--- src/rtl/adsr_pkg.sv ---
// Shared types, widths and register map of the ADSR envelope generator.
// No dependencies; every other file of the block imports this package.
`timescale 1ns / 1ps

package adsr_pkg;

   localparam int LEVEL_BITS   = 16;
   localparam int TICK_BITS    = 24;
   localparam int ELAPSED_BITS = TICK_BITS + 1;
   localparam int PROD_BITS    = LEVEL_BITS + TICK_BITS;
   localparam int DIV_STEPS    = LEVEL_BITS;
   localparam int DIV_CNT_BITS = $clog2(DIV_STEPS);
   localparam int DATA_BITS    = 32;
   localparam int ADDR_BITS    = 5;
   localparam int INDEX_BITS   = 3;

   localparam logic [ELAPSED_BITS-1:0] ELAPSED_MAX = '1;

   // register indexes (byte address = 4 * index)
   localparam logic [INDEX_BITS-1:0] REG_START_LEVEL   = 3'd0;
   localparam logic [INDEX_BITS-1:0] REG_PEAK_LEVEL    = 3'd1;
   localparam logic [INDEX_BITS-1:0] REG_SUSTAIN_LEVEL = 3'd2;
   localparam logic [INDEX_BITS-1:0] REG_ATTACK_TICKS  = 3'd3;
   localparam logic [INDEX_BITS-1:0] REG_DECAY_TICKS   = 3'd4;
   localparam logic [INDEX_BITS-1:0] REG_RELEASE_TICKS = 3'd5;

   localparam logic [LEVEL_BITS-1:0] RST_START_LEVEL   = 16'd0;
   localparam logic [LEVEL_BITS-1:0] RST_PEAK_LEVEL    = 16'd65535;
   localparam logic [LEVEL_BITS-1:0] RST_SUSTAIN_LEVEL = 16'd32768;
   localparam logic [TICK_BITS-1:0]  RST_ATTACK_TICKS  = 24'd480;
   localparam logic [TICK_BITS-1:0]  RST_DECAY_TICKS   = 24'd480;
   localparam logic [TICK_BITS-1:0]  RST_RELEASE_TICKS = 24'd480;

   typedef enum logic [2:0] {
      PH_IDLE    = 3'd0,
      PH_ATTACK  = 3'd1,
      PH_DECAY   = 3'd2,
      PH_SUSTAIN = 3'd3,
      PH_RELEASE = 3'd4
   } adsr_phase_type;

   typedef enum logic [2:0] {
      S_WAIT,
      S_CHECK,
      S_MUL,
      S_DIV,
      S_DONE
   } adsr_state_type;

   typedef struct packed {
      logic [LEVEL_BITS-1:0] start_level;
      logic [LEVEL_BITS-1:0] peak_level;
      logic [LEVEL_BITS-1:0] sustain_level;
      logic [TICK_BITS-1:0]  attack_ticks;
      logic [TICK_BITS-1:0]  decay_ticks;
      logic [TICK_BITS-1:0]  release_ticks;
   } adsr_cfg_type;

   typedef struct packed {
      logic accept;    // apply gate edge of the new request
      logic advance;   // current ramp is over: go to the next phase
      logic load;      // latch ramp operands
      logic mul;       // form product and seed the divider
      logic div_step;  // one restoring division step
      logic commit;    // finish the tick and load the result register
   } adsr_cmd_type;

   typedef struct packed {
      logic ramping;   // phase is attack, decay or release
      logic at_end;    // elapsed ticks reached the phase length
   } adsr_status_type;

endpackage

--- src/rtl/adsr_envelope_generator.sv ---
// Top level of the linear ADSR envelope generator: register file, sequencer
// and datapath. Depends on adsr_pkg, adsr_csr, adsr_ctrl and adsr_dp.
`timescale 1ns / 1ps

// Each request is one sample tick carrying the key gate; each request yields
// exactly one response with the envelope level and phase for that tick. A
// ramp request first applies the gate edge in the cycle in which it is
// accepted; the check state then settles the phase (a finished attack moves
// into the decay in the same tick), the multiply state forms the 16x24
// product of ramp span and elapsed ticks, the radix-2 restoring divider
// divides it by the ramp length (one quotient bit per cycle), and the commit
// state loads the response register. The divider sets the rate; idle and
// sustain ticks skip it and go from the check state straight to commit. A
// stalled response holds the next finished request in its commit cycle until
// the response register frees. One request is in flight at a time, and the
// response register lets the next request in while a response still waits.
// Registers sit at byte addresses 4*i: start_level, peak_level,
// sustain_level, attack_ticks, decay_ticks, release_ticks; write them only
// while no request is pending.

module adsr_envelope_generator (
   input  logic                           clock,
   input  logic                           reset,
   // request channel
   input  logic                           req_valid,
   output logic                           req_stall,
   input  logic                           req_gate,
   // response channel
   output logic                           rsp_valid,
   input  logic                           rsp_stall,
   output logic [adsr_pkg::LEVEL_BITS-1:0] rsp_level,
   output logic [2:0]                     rsp_phase,
   // configuration port
   input  logic                           psel,
   input  logic                           penable,
   input  logic                           pwrite,
   input  logic [adsr_pkg::ADDR_BITS-1:0] paddr,
   input  logic [adsr_pkg::DATA_BITS-1:0] pwdata,
   output logic [adsr_pkg::DATA_BITS-1:0] prdata,
   output logic                           pready
);
   import adsr_pkg::*;

   adsr_cfg_type     cfg;
   adsr_cmd_type     cmd;
   adsr_status_type  status;

   // configuration registers, read back zero-extended from their field widths
   adsr_csr u_csr (
      .clock   (clock),
      .reset   (reset),
      .psel    (psel),
      .penable (penable),
      .pwrite  (pwrite),
      .paddr   (paddr),
      .pwdata  (pwdata),
      .prdata  (prdata),
      .pready  (pready),
      .cfg     (cfg)
   );

   // sequencer: accept, settle phase, multiply, divide, commit
   adsr_ctrl u_ctrl (
      .clock     (clock),
      .reset     (reset),
      .req_valid (req_valid),
      .req_stall (req_stall),
      .rsp_valid (rsp_valid),
      .rsp_stall (rsp_stall),
      .status    (status),
      .cmd       (cmd)
   );

   // envelope state and arithmetic
   adsr_dp u_dp (
      .clock     (clock),
      .reset     (reset),
      .cmd       (cmd),
      .cfg       (cfg),
      .req_gate  (req_gate),
      .status    (status),
      .rsp_level (rsp_level),
      .rsp_phase (rsp_phase)
   );

   // an accepted request stalls the request channel in the cycle after its acceptance
   a_one_in_flight: assert property (@(posedge clock) disable iff (reset)
      (req_valid && !req_stall) |=> req_stall)
      else $error("request accepted while another is in flight");

   // an idle response always carries level zero
   a_idle_zero: assert property (@(posedge clock) disable iff (reset)
      (rsp_valid && rsp_phase == PH_IDLE) |-> (rsp_level == '0))
      else $error("idle response with nonzero level");

   // a sustain response carries the programmed sustain level
   a_sustain_level: assert property (@(posedge clock) disable iff (reset)
      (rsp_valid && rsp_phase == PH_SUSTAIN) |-> (rsp_level == cfg.sustain_level))
      else $error("sustain response differs from sustain level");

   // commit never overwrites a response that is still stalled
   a_no_overwrite: assert property (@(posedge clock) disable iff (reset)
      cmd.commit |-> (!rsp_valid || !rsp_stall))
      else $error("response overwritten while stalled");

endmodule

--- src/rtl/adsr_csr.sv ---
// Configuration register file of the ADSR envelope generator (APB-style).
// Depends on adsr_pkg.
`timescale 1ns / 1ps

module adsr_csr (
   input  logic                         clock,
   input  logic                         reset,
   input  logic                         psel,
   input  logic                         penable,
   input  logic                         pwrite,
   input  logic [adsr_pkg::ADDR_BITS-1:0] paddr,
   input  logic [adsr_pkg::DATA_BITS-1:0] pwdata,
   output logic [adsr_pkg::DATA_BITS-1:0] prdata,
   output logic                         pready,
   output adsr_pkg::adsr_cfg_type       cfg
);
   import adsr_pkg::*;

   adsr_cfg_type           cfg_ff, cfg_in;
   logic [INDEX_BITS-1:0]  index;
   logic                   wr_en;

   assign index  = paddr[ADDR_BITS-1:2];
   assign wr_en  = psel && penable && pwrite;
   assign pready = 1'b1;
   assign cfg    = cfg_ff;

   always_comb begin
      cfg_in = cfg_ff;
      if (wr_en) begin
         case (index)
            REG_START_LEVEL:   cfg_in.start_level   = pwdata[LEVEL_BITS-1:0];
            REG_PEAK_LEVEL:    cfg_in.peak_level    = pwdata[LEVEL_BITS-1:0];
            REG_SUSTAIN_LEVEL: cfg_in.sustain_level = pwdata[LEVEL_BITS-1:0];
            REG_ATTACK_TICKS:  cfg_in.attack_ticks  = pwdata[TICK_BITS-1:0];
            REG_DECAY_TICKS:   cfg_in.decay_ticks   = pwdata[TICK_BITS-1:0];
            REG_RELEASE_TICKS: cfg_in.release_ticks = pwdata[TICK_BITS-1:0];
            default:           cfg_in = cfg_ff;
         endcase
      end
   end

   always_comb begin
      case (index)
         REG_START_LEVEL:   prdata = DATA_BITS'(cfg_ff.start_level);
         REG_PEAK_LEVEL:    prdata = DATA_BITS'(cfg_ff.peak_level);
         REG_SUSTAIN_LEVEL: prdata = DATA_BITS'(cfg_ff.sustain_level);
         REG_ATTACK_TICKS:  prdata = DATA_BITS'(cfg_ff.attack_ticks);
         REG_DECAY_TICKS:   prdata = DATA_BITS'(cfg_ff.decay_ticks);
         REG_RELEASE_TICKS: prdata = DATA_BITS'(cfg_ff.release_ticks);
         default:           prdata = '0;
      endcase
   end

   always_ff @(posedge clock) begin
      if (reset) begin
         cfg_ff.start_level   <= RST_START_LEVEL;
         cfg_ff.peak_level    <= RST_PEAK_LEVEL;
         cfg_ff.sustain_level <= RST_SUSTAIN_LEVEL;
         cfg_ff.attack_ticks  <= RST_ATTACK_TICKS;
         cfg_ff.decay_ticks   <= RST_DECAY_TICKS;
         cfg_ff.release_ticks <= RST_RELEASE_TICKS;
      end else begin
         cfg_ff <= cfg_in;
      end
   end

endmodule

--- src/rtl/adsr_ctrl.sv ---
// Sequencing state machine of the ADSR envelope generator; owns the request
// handshake, the divide step counter and the result valid flag. Uses adsr_pkg.
`timescale 1ns / 1ps

module adsr_ctrl (
   input  logic                       clock,
   input  logic                       reset,
   input  logic                       req_valid,
   output logic                       req_stall,
   output logic                       rsp_valid,
   input  logic                       rsp_stall,
   input  adsr_pkg::adsr_status_type  status,
   output adsr_pkg::adsr_cmd_type     cmd
);
   import adsr_pkg::*;

   localparam logic [DIV_CNT_BITS-1:0] DIV_LAST = DIV_CNT_BITS'(DIV_STEPS - 1);

   adsr_state_type            state_ff, state_in;
   logic [DIV_CNT_BITS-1:0]   cnt_ff, cnt_in;
   logic                      rsp_valid_ff, rsp_valid_in;
   logic                      slot_free;

   assign slot_free = !rsp_valid_ff || !rsp_stall;
   assign req_stall = (state_ff != S_WAIT);
   assign rsp_valid = rsp_valid_ff;

   always_comb begin
      state_in     = state_ff;
      cnt_in       = cnt_ff;
      rsp_valid_in = rsp_valid_ff && rsp_stall;
      cmd          = '0;
      case (state_ff)
         S_WAIT: begin
            if (req_valid) begin
               cmd.accept = 1'b1;
               state_in   = S_CHECK;
            end
         end
         S_CHECK: begin
            if (status.ramping && status.at_end) begin
               cmd.advance = 1'b1;
            end else if (status.ramping) begin
               cmd.load = 1'b1;
               state_in = S_MUL;
            end else begin
               state_in = S_DONE;
            end
         end
         S_MUL: begin
            cmd.mul  = 1'b1;
            cnt_in   = '0;
            state_in = S_DIV;
         end
         S_DIV: begin
            cmd.div_step = 1'b1;
            cnt_in       = cnt_ff + 1'b1;
            if (cnt_ff == DIV_LAST) begin
               state_in = S_DONE;
            end
         end
         S_DONE: begin
            if (slot_free) begin
               cmd.commit   = 1'b1;
               rsp_valid_in = 1'b1;
               state_in     = S_WAIT;
            end
         end
         default: begin
            state_in = S_WAIT;
         end
      endcase
   end

   always_ff @(posedge clock) begin
      if (reset) begin
         state_ff     <= S_WAIT;
         cnt_ff       <= '0;
         rsp_valid_ff <= 1'b0;
      end else begin
         state_ff     <= state_in;
         cnt_ff       <= cnt_in;
         rsp_valid_ff <= rsp_valid_in;
      end
   end

endmodule

--- src/rtl/adsr_dp.sv ---
// Datapath of the ADSR envelope generator: envelope state, ramp operands,
// multiplier, radix-2 restoring divider and result payload. Uses adsr_pkg.
`timescale 1ns / 1ps

module adsr_dp (
   input  logic                          clock,
   input  logic                          reset,
   input  adsr_pkg::adsr_cmd_type        cmd,
   input  adsr_pkg::adsr_cfg_type        cfg,
   input  logic                          req_gate,
   output adsr_pkg::adsr_status_type     status,
   output logic [adsr_pkg::LEVEL_BITS-1:0] rsp_level,
   output logic [2:0]                    rsp_phase
);
   import adsr_pkg::*;

   // envelope state
   adsr_phase_type              phase_ff, phase_in;
   logic [ELAPSED_BITS-1:0]     elapsed_ff, elapsed_in;
   logic [LEVEL_BITS-1:0]       rel_start_ff, rel_start_in;
   logic [LEVEL_BITS-1:0]       last_level_ff, last_level_in;
   logic                        prev_gate_ff, prev_gate_in;

   // ramp operands and divider
   logic [LEVEL_BITS-1:0]       from_ff, from_in;
   logic                        down_ff, down_in;
   logic [LEVEL_BITS-1:0]       mag_ff, mag_in;
   logic [TICK_BITS-1:0]        e_ff, e_in;
   logic [TICK_BITS-1:0]        t_ff, t_in;
   logic [TICK_BITS-1:0]        rem_ff, rem_in;
   logic [LEVEL_BITS-1:0]       quo_ff, quo_in;

   // result payload
   logic [LEVEL_BITS-1:0]       out_level_ff, out_level_in;
   adsr_phase_type              out_phase_ff, out_phase_in;

   logic [TICK_BITS-1:0]        len;
   logic [LEVEL_BITS-1:0]       ramp_from, ramp_to;
   logic [PROD_BITS-1:0]        product;
   logic [TICK_BITS:0]          trial;
   logic                        qbit;
   logic [LEVEL_BITS-1:0]       ramp_level, level;

   // phase length and ramp end points
   always_comb begin
      case (phase_ff)
         PH_ATTACK: begin
            len = cfg.attack_ticks;  ramp_from = cfg.start_level; ramp_to = cfg.peak_level;
         end
         PH_DECAY: begin
            len = cfg.decay_ticks;   ramp_from = cfg.peak_level;  ramp_to = cfg.sustain_level;
         end
         PH_RELEASE: begin
            len = cfg.release_ticks; ramp_from = rel_start_ff;    ramp_to = '0;
         end
         default: begin
            len = '0;                ramp_from = '0;              ramp_to = '0;
         end
      endcase
   end

   assign status.ramping = (phase_ff inside {PH_ATTACK, PH_DECAY, PH_RELEASE});
   assign status.at_end  = (elapsed_ff >= {1'b0, len});

   assign product = PROD_BITS'(mag_ff) * PROD_BITS'(e_ff);
   assign trial   = {rem_ff, quo_ff[LEVEL_BITS-1]};
   assign qbit    = (trial >= {1'b0, t_ff});

   assign ramp_level = down_ff ? (from_ff - quo_ff) : (from_ff + quo_ff);

   always_comb begin
      case (phase_ff)
         PH_ATTACK, PH_DECAY, PH_RELEASE: level = ramp_level;
         PH_SUSTAIN:                      level = cfg.sustain_level;
         default:                         level = '0;
      endcase
   end

   always_comb begin
      phase_in      = phase_ff;
      elapsed_in    = elapsed_ff;
      rel_start_in  = rel_start_ff;
      last_level_in = last_level_ff;
      prev_gate_in  = prev_gate_ff;
      from_in       = from_ff;
      down_in       = down_ff;
      mag_in        = mag_ff;
      e_in          = e_ff;
      t_in          = t_ff;
      rem_in        = rem_ff;
      quo_in        = quo_ff;
      out_level_in  = out_level_ff;
      out_phase_in  = out_phase_ff;

      if (cmd.accept) begin
         prev_gate_in = req_gate;
         if (req_gate && !prev_gate_ff) begin
            phase_in   = PH_ATTACK;
            elapsed_in = '0;
         end else if (!req_gate && prev_gate_ff &&
                      (phase_ff inside {PH_ATTACK, PH_DECAY, PH_SUSTAIN})) begin
            phase_in     = PH_RELEASE;
            rel_start_in = last_level_ff;
            elapsed_in   = '0;
         end
      end

      if (cmd.advance) begin
         elapsed_in = '0;
         case (phase_ff)
            PH_ATTACK: phase_in = PH_DECAY;
            PH_DECAY:  phase_in = PH_SUSTAIN;
            default:   phase_in = PH_IDLE;
         endcase
      end

      if (cmd.load) begin
         from_in = ramp_from;
         down_in = (ramp_to < ramp_from);
         mag_in  = (ramp_to < ramp_from) ? (ramp_from - ramp_to) : (ramp_to - ramp_from);
         e_in    = elapsed_ff[TICK_BITS-1:0];
         t_in    = len;
      end

      // quotient is below mag, so the upper product bits start below t
      if (cmd.mul) begin
         rem_in = product[PROD_BITS-1:LEVEL_BITS];
         quo_in = product[LEVEL_BITS-1:0];
      end

      if (cmd.div_step) begin
         rem_in = qbit ? TICK_BITS'(trial - {1'b0, t_ff}) : trial[TICK_BITS-1:0];
         quo_in = {quo_ff[LEVEL_BITS-2:0], qbit};
      end

      if (cmd.commit) begin
         last_level_in = level;
         out_level_in  = level;
         out_phase_in  = phase_ff;
         if (elapsed_ff != ELAPSED_MAX) begin
            elapsed_in = elapsed_ff + 1'b1;
         end
      end
   end

   always_ff @(posedge clock) begin
      if (reset) begin
         phase_ff      <= PH_IDLE;
         elapsed_ff    <= '0;
         rel_start_ff  <= '0;
         last_level_ff <= '0;
         prev_gate_ff  <= 1'b0;
      end else begin
         phase_ff      <= phase_in;
         elapsed_ff    <= elapsed_in;
         rel_start_ff  <= rel_start_in;
         last_level_ff <= last_level_in;
         prev_gate_ff  <= prev_gate_in;
      end
   end

   always_ff @(posedge clock) begin
      from_ff      <= from_in;
      down_ff      <= down_in;
      mag_ff       <= mag_in;
      e_ff         <= e_in;
      t_ff         <= t_in;
      rem_ff       <= rem_in;
      quo_ff       <= quo_in;
      out_level_ff <= out_level_in;
      out_phase_ff <= out_phase_in;
   end

   assign rsp_level = out_level_ff;
   assign rsp_phase = out_phase_ff;

endmodule

--- config.mk ---
export PLATFORM = sky130hd
export DESIGN_NAME = adsr_envelope_generator
export DESIGN_NICKNAME = d
export VERILOG_FILES = /design/src/rtl/adsr_pkg.sv /design/src/rtl/adsr_envelope_generator.sv /design/src/rtl/adsr_csr.sv /design/src/rtl/adsr_ctrl.sv /design/src/rtl/adsr_dp.sv
export SDC_FILE = /design/constraint.sdc
export NUM_CORES = 2
export LEC_CHECK = 0
export ABC_AREA = 1
export BUFFER_PORTS_ARGS = -buffer_cell sky130_fd_sc_hd__buf_2
export CORE_MARGIN = 5
export CORE_UTILIZATION = 55
export CTS_CLUSTER_SIZE = 40
export DETAILED_ROUTE_END_ITERATION = 6
export PLACE_DENSITY = 0.72
export SKIP_CTS_REPAIR_TIMING = 1
export SYNTH_ARGS = -nofsm -noshare
export SYNTH_HDL_FRONTEND = slang
export SYNTH_SLANG_ARGS = --single-unit
--- constraint.sdc ---
create_clock -name clock -period 6.7 [get_ports clock]
set_input_delay 1.34 -clock clock [delete_from_list [all_inputs] [get_ports clock]]
set_output_delay 1.34 -clock clock [all_outputs]
set_load 0.02 [all_outputs]
==> summary.txt <==
Floorplan
  – Die footprint: about 63000 um2
  – Number of core rows: 88
  – Initial Utilization: between 50% and 60%
  – Die Height: 251 um
  – Top-Level Pins: 99
  – Core Area: 57700 um2
  – Die W: 251 um

Clock network
  – Clock transition at the registers of the reported paths: 0.06 ns
  – Worst-Skew Late Latency: 0.57 ns
  – CTS max path bufs: 3
  – TritonCTS buffer count: 36
  – Clock root buffer: clkbuf_16
  – CTS tree: yes
  – Clk sink count: between 300 and 400
  – H-tree Lvls: 2

Worst setup path
  – R2R setup slack: 0.31 ns
  – CP dominant cell by count: fa_1
  – Worst-path cell chain: buf_4 -> nand2_1 -> fa_1 -> inv_1 -> fa_1 -> fa_1 -> fa_1 -> fa_1 -> inv_1 -> fa_1 -> inv_1 -> ha_1 -> a21oi_1 -> o21ai_0 -> a21oi_1 -> nand3_1 -> or2_2 -> nand3_1 -> nand2_1
  – Worst Setup Start Kind: flip-flop
  – Worst r2r path cells: 19
  – CP endpoint kind: flip-flop
  – Worst EP arrival: 6.70 ns
  – Crit Path Category: reg2reg
  – Critical Path Max Stage Delay: approximately 0.75 ns
  – RR Startpoint: u_dp.e_ff[9]
  – Worst-path fanout max: 9
  – WP data required: 7.00 ns
  – Crit-path slowest cell: edfxtp_1
  – Buf/Inv on CP: 4
  – Delay-heaviest family, CP: adder cells
  – R2r endpoint: u_dp.rem_ff[4]

Logic synthesis
  – Mean Syn Cell Area: 7.42 um2
  – FFs w/ async S/R, synth: 0%
  – #FFs+latches synth: 329
  – Synth area leaders: fa_1, edfxtp_1, nand2_1
  – Post-synth top flop: dfxtp_1
  – Synth top area share: 19.4%
  – Cells after synthesis: 4312
  – Area leader, netlist: fa_1
  – Mapped Area: ~32000 um2
  – Synth Warn #: 0
  – Netlist cell types: 57
  – Sequential area share after synthesis: 25.0%
  – EDFF count, synth: 140

Global route
  – Initial antenna violation count: 4
  – Vias in the first global route: 27600
  – Total GRT Usage: about 29%
  – Global route overflow: 0
  – Largest net degree at the start of global routing: 95
  – Global-route wire length before repair: 147 mm

Status
  – Status: completed

Routing
  – Drt initial violations: 2300
  – Via density: approximately 5.4
  – Pre-Repair DR Iteration Count: 5
  – Post-route DRC: 0
  – Wire length per cell: 17.6 um
  – Routed wire length: 90.4 mm
  – Remaining antenna violation count after routing: 0
  – Vias: around 28000

Timing
  – Fin Setup TNS: 0 ns
  – Slew @ Worst Pin: 1.20 ns
  – Relative slew slack: 19.9%
  – Final min period: 6.39 ns
  – Max Slew Vio Count: 0
  – Final hold violations: 0
  – Worst Skew: approximately 0.036 ns
  – Peak Freq: 156 MHz
  – Tcrit/Tclk final: 95.4%
  – # setup viols final: 0
  – RSZ-0062 raised after global routing: no
  – Final WS setup: 0.306 ns

Job
  – Max-cap violations: 0

Placed design
  – Placed Area: around 33000 um2
  – Final GP Congestion: around 0.96
  – Detail Placement HPWL: 71.5 mm
  – Pre-CTS setup slack: about 0.3 ns
  – Port-buffer cells: 79
  – Placed insts: 5056

Power and ir drop
  – Sequential fraction of design power: between 15 and 20%
  – Switch Pwr: 8.20 mW
  – Worst vdd ir: about 410 uV
  – Leakage: 17.9 nW
  – PnR Total Power: 15.9 mW
  – Gate power share: 70.4%
  – Sw frac: 51.5%
  – Cell internal pwr: 7.73 mW
  – Clock Power Share: 12.8%
  – Pwr/cell area: 461 nW/um2

Layout
  – Final cell count without fillers: 5125
  – Fillers: between 5000 and 6000
  – Layout area overhead: 7.95%
  – Nets@finish: 4896
  – Share of cells above drive strength 1: approximately 6.5%
  – Commonest cells after routing, fill and taps aside: nand2_1, inv_1, nor2_1
  – Final instance area: 34600 um2
  – Most common cell after layout, fill and taps aside: nand2_1

Worst hold path
  – Type of the worst min-delay path: reg2reg
  – Hold Path Origin: u_csr.cfg[43]
  – Hold depth: 2
  – Sink of the worst hold path: u_csr.cfg[43]
per-stage QoR:
step                util, %  hold slack, ns
finish                 59.9           0.474
floorplan                 -           0.430
global route           59.9           0.486
global placement       57.7           0.456
detailed placement     57.7           0.464
CTS                    59.8           0.474
flip-flops by register name (all words and copies together) (netlist names), 24 cells and up:
| signal | flops |
|---|---|
| u_dp.elapsed_ff | 25 |
| u_csr.cfg | 120 |
| u_dp.e_ff | 24 |
| u_dp.rem_ff | 24 |
| u_dp.t_ff | 24 |
how the worst max path moves through the flow:
stage,from,end,slack (ns),cells past startpoint
CTS,u_dp.mag_ff[15],u_dp.rem_ff[16],0.25,20
global placement,u_dp.mag_ff[15],u_dp.rem_ff[4],0.34,18
finish,u_dp.e_ff[9],u_dp.rem_ff[4],0.31,19
global route,u_dp.e_ff[13],u_dp.rem_ff[11],0.01,22
detailed placement,u_dp.mag_ff[15],u_dp.rem_ff[16],0.29,20
floorplan,u_dp.phase_ff[2],u_dp.down_ff,0.50,17
cells in the mapped netlist, types with 3 or more instances:
cell type / count
nand2_1: 1029
inv_1: 880
nor2_1: 319
fa_1: 310
a21oi_1: 228
ha_1: 209
o21ai_0: 204
dfxtp_1: 189
nand3_1: 170
clkbuf_1: 152
edfxtp_1: 140
o21ai_1: 59
nand4_1: 46
xor2_1: 43
nor3_1: 37
o211ai_1: 34
o22ai_1: 33
o21bai_1: 27
inv_2: 26
xnor2_1: 20
nand3b_1: 17
a221oi_1: 15
buf_2: 13
o21a_1: 12
buf_4: 11
or2_2: 11
o221ai_1: 10
a22oi_1: 9
buf_1: 5
a21o_1: 4
and2_1: 4
nor4_1: 4
a21boi_0: 3
nand2_2: 3
nor2_2: 3
nor3_2: 3
o31ai_1: 3
final cells by class:
cell class	count	area, um2	area share, %
diodes	1	2.50	0.00724
repair buffers	157	1060	3.06
clock inverters	22	224	0.648
clock buffers	43	978	2.83
multi-input cells	2898	19900	57.7
well taps	765	957	2.77
flip-flops and latches	329	7990	23.1
inverters	910	3420	9.90
worst register-to-register path, delay by kind of cell (launching register included):
kind / cells / cell delay, ns
AND/OR/NAND/NOR: 5 / 0.82
buffers and inverters: 4 / 0.46
adder cells (fa/ha/maj): 7 / 3.53
flip-flops: 1 / 0.75
AO/OA/AOI/OAI: 3 / 0.59
routing by layer:
| layer | vias to the layer above | track usage (%) | share of wire [%] |
|---|---|---|---|
| met5 | - | 0 | 0.051 |
| met4 | 6 | 9.42 | 3.6 |
| met3 | 202 | 3.78 | 7.5 |
| met2 | 1070 | 46.3 | 46 |
| met1 | 13200 | 40.1 | 43 |
| li1 | 13500 | - | - |
cells by family after synthesis:
family | after synthesis | synth area share [%]
DFF | 329 | 25.0
other | 2 | 0.0235
muxes | 1 | 0.0313
adders and majority gates | 519 | 27.6
AOI/OAI and AO/OA | 649 | 11.4
buffers and inverters | 1092 | 13.0
and+or+nand+nor | 1657 | 21.3
xor gates and xnor gates | 63 | 1.72
power by group through the flow:
stage	Combinational [mW]	Clock, mW	Sequential (mW)
2_1_floorplan	7.98	0	2.69
3_3_place_gp	11.0	0	2.73
3_5_place_dp	11.1	0	2.73
4_1_cts	11.2	2.06	2.69
5_1_grt	12.8	2.14	2.69
6_report	11.2	2.04	2.69
(Power assumes the default switching activity.)
